### config.mk
export PLATFORM = sky130hd
export DESIGN_NAME = dptt_ctrl
export DESIGN_NICKNAME = d
export VERILOG_FILES = /design/src/depth_preferred_transposition_table_assert.svh /design/src/dptt_pkg.sv /design/src/dptt_ctrl.sv
export SDC_FILE = /design/constraint.sdc
export NUM_CORES = 1
export LEC_CHECK = 0
export ABC_AREA = 1
export BUFFER_PORTS_ARGS = -buffer_cell sky130_fd_sc_hd__buf_2
export CAP_MARGIN = 0
export CORE_MARGIN = 10
export CORE_UTILIZATION = 30
export DETAILED_ROUTE_END_ITERATION = 8
export PLACE_DENSITY_LB_ADDON = 0.05
export SYNTH_ARGS = -nofsm -noshare
export SYNTH_HDL_FRONTEND = slang
export SYNTH_SLANG_ARGS = --single-unit
### constraint.sdc
create_clock -name clock -period 3.4 [get_ports clock]
set_clock_uncertainty 0.1 [all_clocks]
set_input_delay 0.34 -clock clock [delete_from_list [all_inputs] [get_ports clock]]
set_output_delay 0.34 -clock clock [all_outputs]
set_load 0.01 [all_outputs]
### src/depth_preferred_transposition_table_assert.svh
// Assertion macros for the transposition table block.
`ifndef DEPTH_PREFERRED_TRANSPOSITION_TABLE_ASSERT_SVH
`define DEPTH_PREFERRED_TRANSPOSITION_TABLE_ASSERT_SVH

// Same-cycle implication, disabled during reset.
`define DPTT_ASSERT_NOW(label, clk, rst, ante, cons) \
   label: assert property (@(posedge clk) disable iff (rst) (ante) |-> (cons)) \
      else $error("transposition table check failed");

// Next-cycle implication, disabled during reset.
`define DPTT_ASSERT_NEXT(label, clk, rst, ante, cons) \
   label: assert property (@(posedge clk) disable iff (rst) (ante) |=> (cons)) \
      else $error("transposition table check failed");

`endif

### src/dptt_pkg.sv
// Shared types and constants of the transposition table block.
package dptt_pkg;

   localparam int ENTRIES = 1024;
   localparam int IDX_W   = $clog2(ENTRIES);

   localparam int KEY_W   = 64;
   localparam int DEPTH_W = 16;
   localparam int SCORE_W = 32;
   localparam int BOUND_W = 2;
   localparam int MOVE_W  = 16;

   localparam int REQ_DATA_W = 136;
   localparam int RSP_DATA_W = 72;

   typedef enum logic [1:0] {
      CMD_STORE = 2'd0,
      CMD_PROBE = 2'd1,
      CMD_CLEAR = 2'd2
   } cmd_type;

   typedef struct packed {
      logic [KEY_W-1:0]   key;
      logic [DEPTH_W-1:0] depth;
      logic [SCORE_W-1:0] score;
      logic [BOUND_W-1:0] bound;
      logic [MOVE_W-1:0]  move;
   } entry_type;

   localparam int ENTRY_W = $bits(entry_type);

   typedef enum logic [1:0] {
      ST_INIT,
      ST_IDLE,
      ST_SWEEP,
      ST_EXEC
   } state_type;

   typedef struct packed {
      logic             capture;
      logic             sweep_wr;
      logic [IDX_W-1:0] sweep_addr;
      logic             exec;
   } ctrl_type;

   typedef struct packed {
      cmd_type in_cmd;
      logic    rsp_free;
   } status_type;

endpackage

### src/dptt_ctrl.sv
// Controller: sequences request capture, valid-bit sweeps and execution.
module dptt_ctrl import dptt_pkg::*; (
   input  logic       clock,
   input  logic       reset,
   input  logic       req_tvalid,
   output logic       req_tready,
   input  status_type status,
   output ctrl_type   ctrl
);

   state_type        state_ff, state_in;
   logic [IDX_W-1:0] sweep_cnt_ff, sweep_cnt_in;
   logic             sweep_last;

   assign sweep_last = (sweep_cnt_ff == IDX_W'(ENTRIES - 1));

   always_ff @(posedge clock) begin
      if (reset) begin
         state_ff     <= ST_INIT;
         sweep_cnt_ff <= '0;
      end else begin
         state_ff     <= state_in;
         sweep_cnt_ff <= sweep_cnt_in;
      end
   end

   always_comb begin
      state_in        = state_ff;
      sweep_cnt_in    = sweep_cnt_ff;
      req_tready      = 1'b0;
      ctrl.capture    = 1'b0;
      ctrl.sweep_wr   = 1'b0;
      ctrl.sweep_addr = sweep_cnt_ff;
      ctrl.exec       = 1'b0;
      case (state_ff)
         ST_INIT, ST_SWEEP: begin
            ctrl.sweep_wr = 1'b1;
            sweep_cnt_in  = sweep_last ? '0 : sweep_cnt_ff + 1'b1;
            if (sweep_last) begin
               state_in = (state_ff == ST_INIT) ? ST_IDLE : ST_EXEC;
            end
         end
         ST_IDLE: begin
            req_tready = 1'b1;
            if (req_tvalid) begin
               ctrl.capture = 1'b1;
               state_in     = (status.in_cmd == CMD_CLEAR) ? ST_SWEEP : ST_EXEC;
            end
         end
         ST_EXEC: begin
            // hold until the result register can take the response
            if (status.rsp_free) begin
               ctrl.exec = 1'b1;
               state_in  = ST_IDLE;
            end
         end
         default: begin
            state_in = ST_INIT;
         end
      endcase
   end

endmodule

==> flow_metrics.env <==
export IMPL_cts_sinks=12
export IMPL_total_power_uw=283
export IMPL_path_clk_slew_ns=0.08
export IMPL_grt_pass1_wl_mm=2.89
export IMPL_crit_type="flop to output port"
export IMPL_place_hpwl_mm=1.39
export IMPL_yosysSeqAreaShare_pct=32.5
export IMPL_final_seq_area_um2=240
export IMPL_crit_arrival_ns=1.41
export IMPL_fin_crit_sh_pct=54.3
export IMPL_hold_path_class="primary input to flop"
export IMPL_combPwrFrac_pct=7.1
export IMPL_cts_made_buffers=3
export IMPL_hold_viol_final=0
export IMPL_max_freq_mhz=542
export IMPL_final_max_slew_violation_count=0
export IMPL_rsz0062_at_grt="false"
export IMPL_grt_max_degree=9
export IMPL_ys_types=22
export IMPL_syn_instance_count=99
export IMPL_routed_via_density=4.47
export IMPL_num_rows=17
export IMPL_routed_wl_mm=1.67
export IMPL_insertedDiodeCount=0
export IMPL_timing_rr_end="sweep_cnt_ff[9]"
export IMPL_switching_share_pct=23.1
export IMPL_synth_area_top_cells="dfxtp_1, ha_1, inv_1"
export IMPL_r2r_start="state_ff[0]"
export IMPL_yosysTopAreaCellShare_pct=32.5
export IMPL_yosys_warnings=0
export IMPL_core_um2=2280
export IMPL_cts_buffer_depth=2
export IMPL_die_h_um=69.6
export IMPL_cts_repair_resized=0
export IMPL_layout_nets=134
export IMPL_p_leak_uw=0.000416
export IMPL_area_delta_synth_final_pct=22.5
export IMPL_r2r_setup_slack_ns=1.88
export IMPL_switchingPower_uw=65.3
export IMPL_cp_max_fo=8
export IMPL_grt_pass1_vias=651
export IMPL_portBuffers=19
export IMPL_drtPass1Iterations=4
export IMPL_grtUsageTotal_pct=7.08
export IMPL_crit_required_ns=2.96
export IMPL_start_kind="flop"
export IMPL_fill_cells=236
export IMPL_setup_viol=0
export IMPL_post_route_drc_count=0
export IMPL_drive_gt1_share_pct=31.1
export IMPL_synthArstFlopShare_pct=0
export IMPL_p_clk_share_pct=40.7
export IMPL_drt_iter0_drc=23
export IMPL_clk_latency_ns=0.27
export IMPL_cts_hold_buf=0
export IMPL_power_density_nw_per_um2=312
export IMPL_ff2ff_path_depth=9
export IMPL_ios=20
export IMPL_ant_nets=0
export IMPL_vias=671
export IMPL_multi_input_area_um2=430
export IMPL_tritoncts="built"
export IMPL_synth_nets=110
export IMPL_netlist_area_um2=739
export IMPL_die_x_um=69.6
export IMPL_worst_pin_slew_ns=0.232
export IMPL_ys_top_cells_by_count="inv_1, nor2_1, nand2_1, dfxtp_1, a21oi_1"
export IMPL_cts_max_level=1
export IMPL_hold_start="reset"
export IMPL_yosys_area_top_type="dfxtp_1"
export IMPL_grt_overflow=0
export IMPL_synth_seq_cells=12
export IMPL_post_cts_buffers=0
export IMPL_layout_min_cycle_time_ns=1.85
export IMPL_fin_tns_setup_ns=0
export IMPL_min_path_cells=2
export IMPL_start_util_pct=32.5
export IMPL_power_internal_uw=218
export IMPL_slew_headroom_pct=84.5
export IMPL_routabilityCongestion=0.721
export IMPL_ir_worst_vdd_uv=181
export IMPL_syn_avg_cell_area_um2=7.47
export IMPL_root_buffer="clkbuf_4"
export IMPL_wl_per_cell_um=11.1
export IMPL_antenna_found_initial=0
export IMPL_sequentialPowerShare_pct=52.2
export IMPL_synth_edf_count=0
export IMPL_ys_flop_type="dfxtp_1"
export IMPL_cap_violations=0
export IMPL_status="finished, final reports clean"
export IMPL_die_area_um2=4850
export IMPL_hold_end="sweep_cnt_ff[4]"
export IMPL_endpoint_kind="output port"
[critical path, stage by stage (launching register included)]
cell and delay [ns]:
dfxtp_1 0.39, inv_1 0.08, ha_1 0.26, nor2_8 0.21
inv_6 0.06, buf_2 0.14
[how the worst max path moves through the flow]
| stage | startpoint | end |
|---|---|---|
| after global routing | state_ff[0] | ctrl[11] |
| after global placement | state_ff[0] | ctrl[11] |
| after floorplan | state_ff[0] | sweep_cnt_ff[9] |
| after detailed placement | state_ff[0] | ctrl[11] |
| after CTS | state_ff[0] | ctrl[11] |
| final | state_ff[0] | ctrl[11] |
[through the flow]
stage               instances  hold slack, ns  setup slack (ns)  instance area (um2)  util [%]
finish                    150           0.203              1.55                  906      39.8
CTS                       150           0.198              1.53                  906      39.8
global placement          146           0.391              1.87                  870      38.2
floorplan                  99           0.309              1.99                  739         -
detailed placement        146           0.399              1.84                  870      38.2
global route              150           0.197              1.45                  906      39.8
[flip-flops by register name, summed over array words and instances, names as in the netlist]
signal        cells
state_ff          2
sweep_cnt_ff     10
[cell usage in the layout (no fill, tap or decap), types with 2 or more instances in the layout]
| cell | n |
|---|---|
| clkbuf_4 | 3 |
| nand4_1 | 3 |
| xnor2_1 | 4 |
| buf_2 | 19 |
| nand3_2 | 2 |
| ha_1 | 5 |
| nand3_1 | 5 |
| a21oi_1 | 6 |
| nor3_2 | 2 |
| nand2_2 | 5 |
| nand2_1 | 14 |
| nor2_1 | 15 |
| inv_1 | 15 |
| dfxtp_1 | 12 |
| nor2_2 | 2 |
[power by group through the flow]
stage / Clock (uW) / Sequential (uW) / Combinational [uW]
global route: 129 / 148 / 23.3
floorplan: 0 / 152 / 10.2
finish: 115 / 148 / 20.2
CTS: 121 / 148 / 20.9
global placement: 0 / 151 / 21.1
detailed placement: 0 / 151 / 20.8
[final cells by class]
cell class	instances	share of cell area, %
clock buffer	4	4.01
inverter	17	7.60
multi-input combinational	70	47.5
sequential	12	26.5
tap	28	3.87
timing repair buffer	19	10.5
[kinds of logic (layout without fill, tap and decap cells)]
logic type / Yosys count / count (layout) / share of synthesized area [%]
XOR/XNOR: 5 / 5 / 5.92
buffers and inverters: 17 / 40 / 9.31
AND/OR/NAND/NOR: 51 / 51 / 37.2
adder cells (fa/ha/maj): 5 / 5 / 8.46
AO/OA/AOI/OAI: 9 / 9 / 6.60
flip-flops: 12 / 12 / 32.5
[metal layers]
layer,vias to the layer above,GRT usage [%],part of all wire [%]
met4,0,2.61,0.60
li1,359,-,-
met1,293,8.51,51
met2,17,10.5,43
met5,-,0,0
met3,2,3.57,5.9
Power figures use the tool's default switching activity.
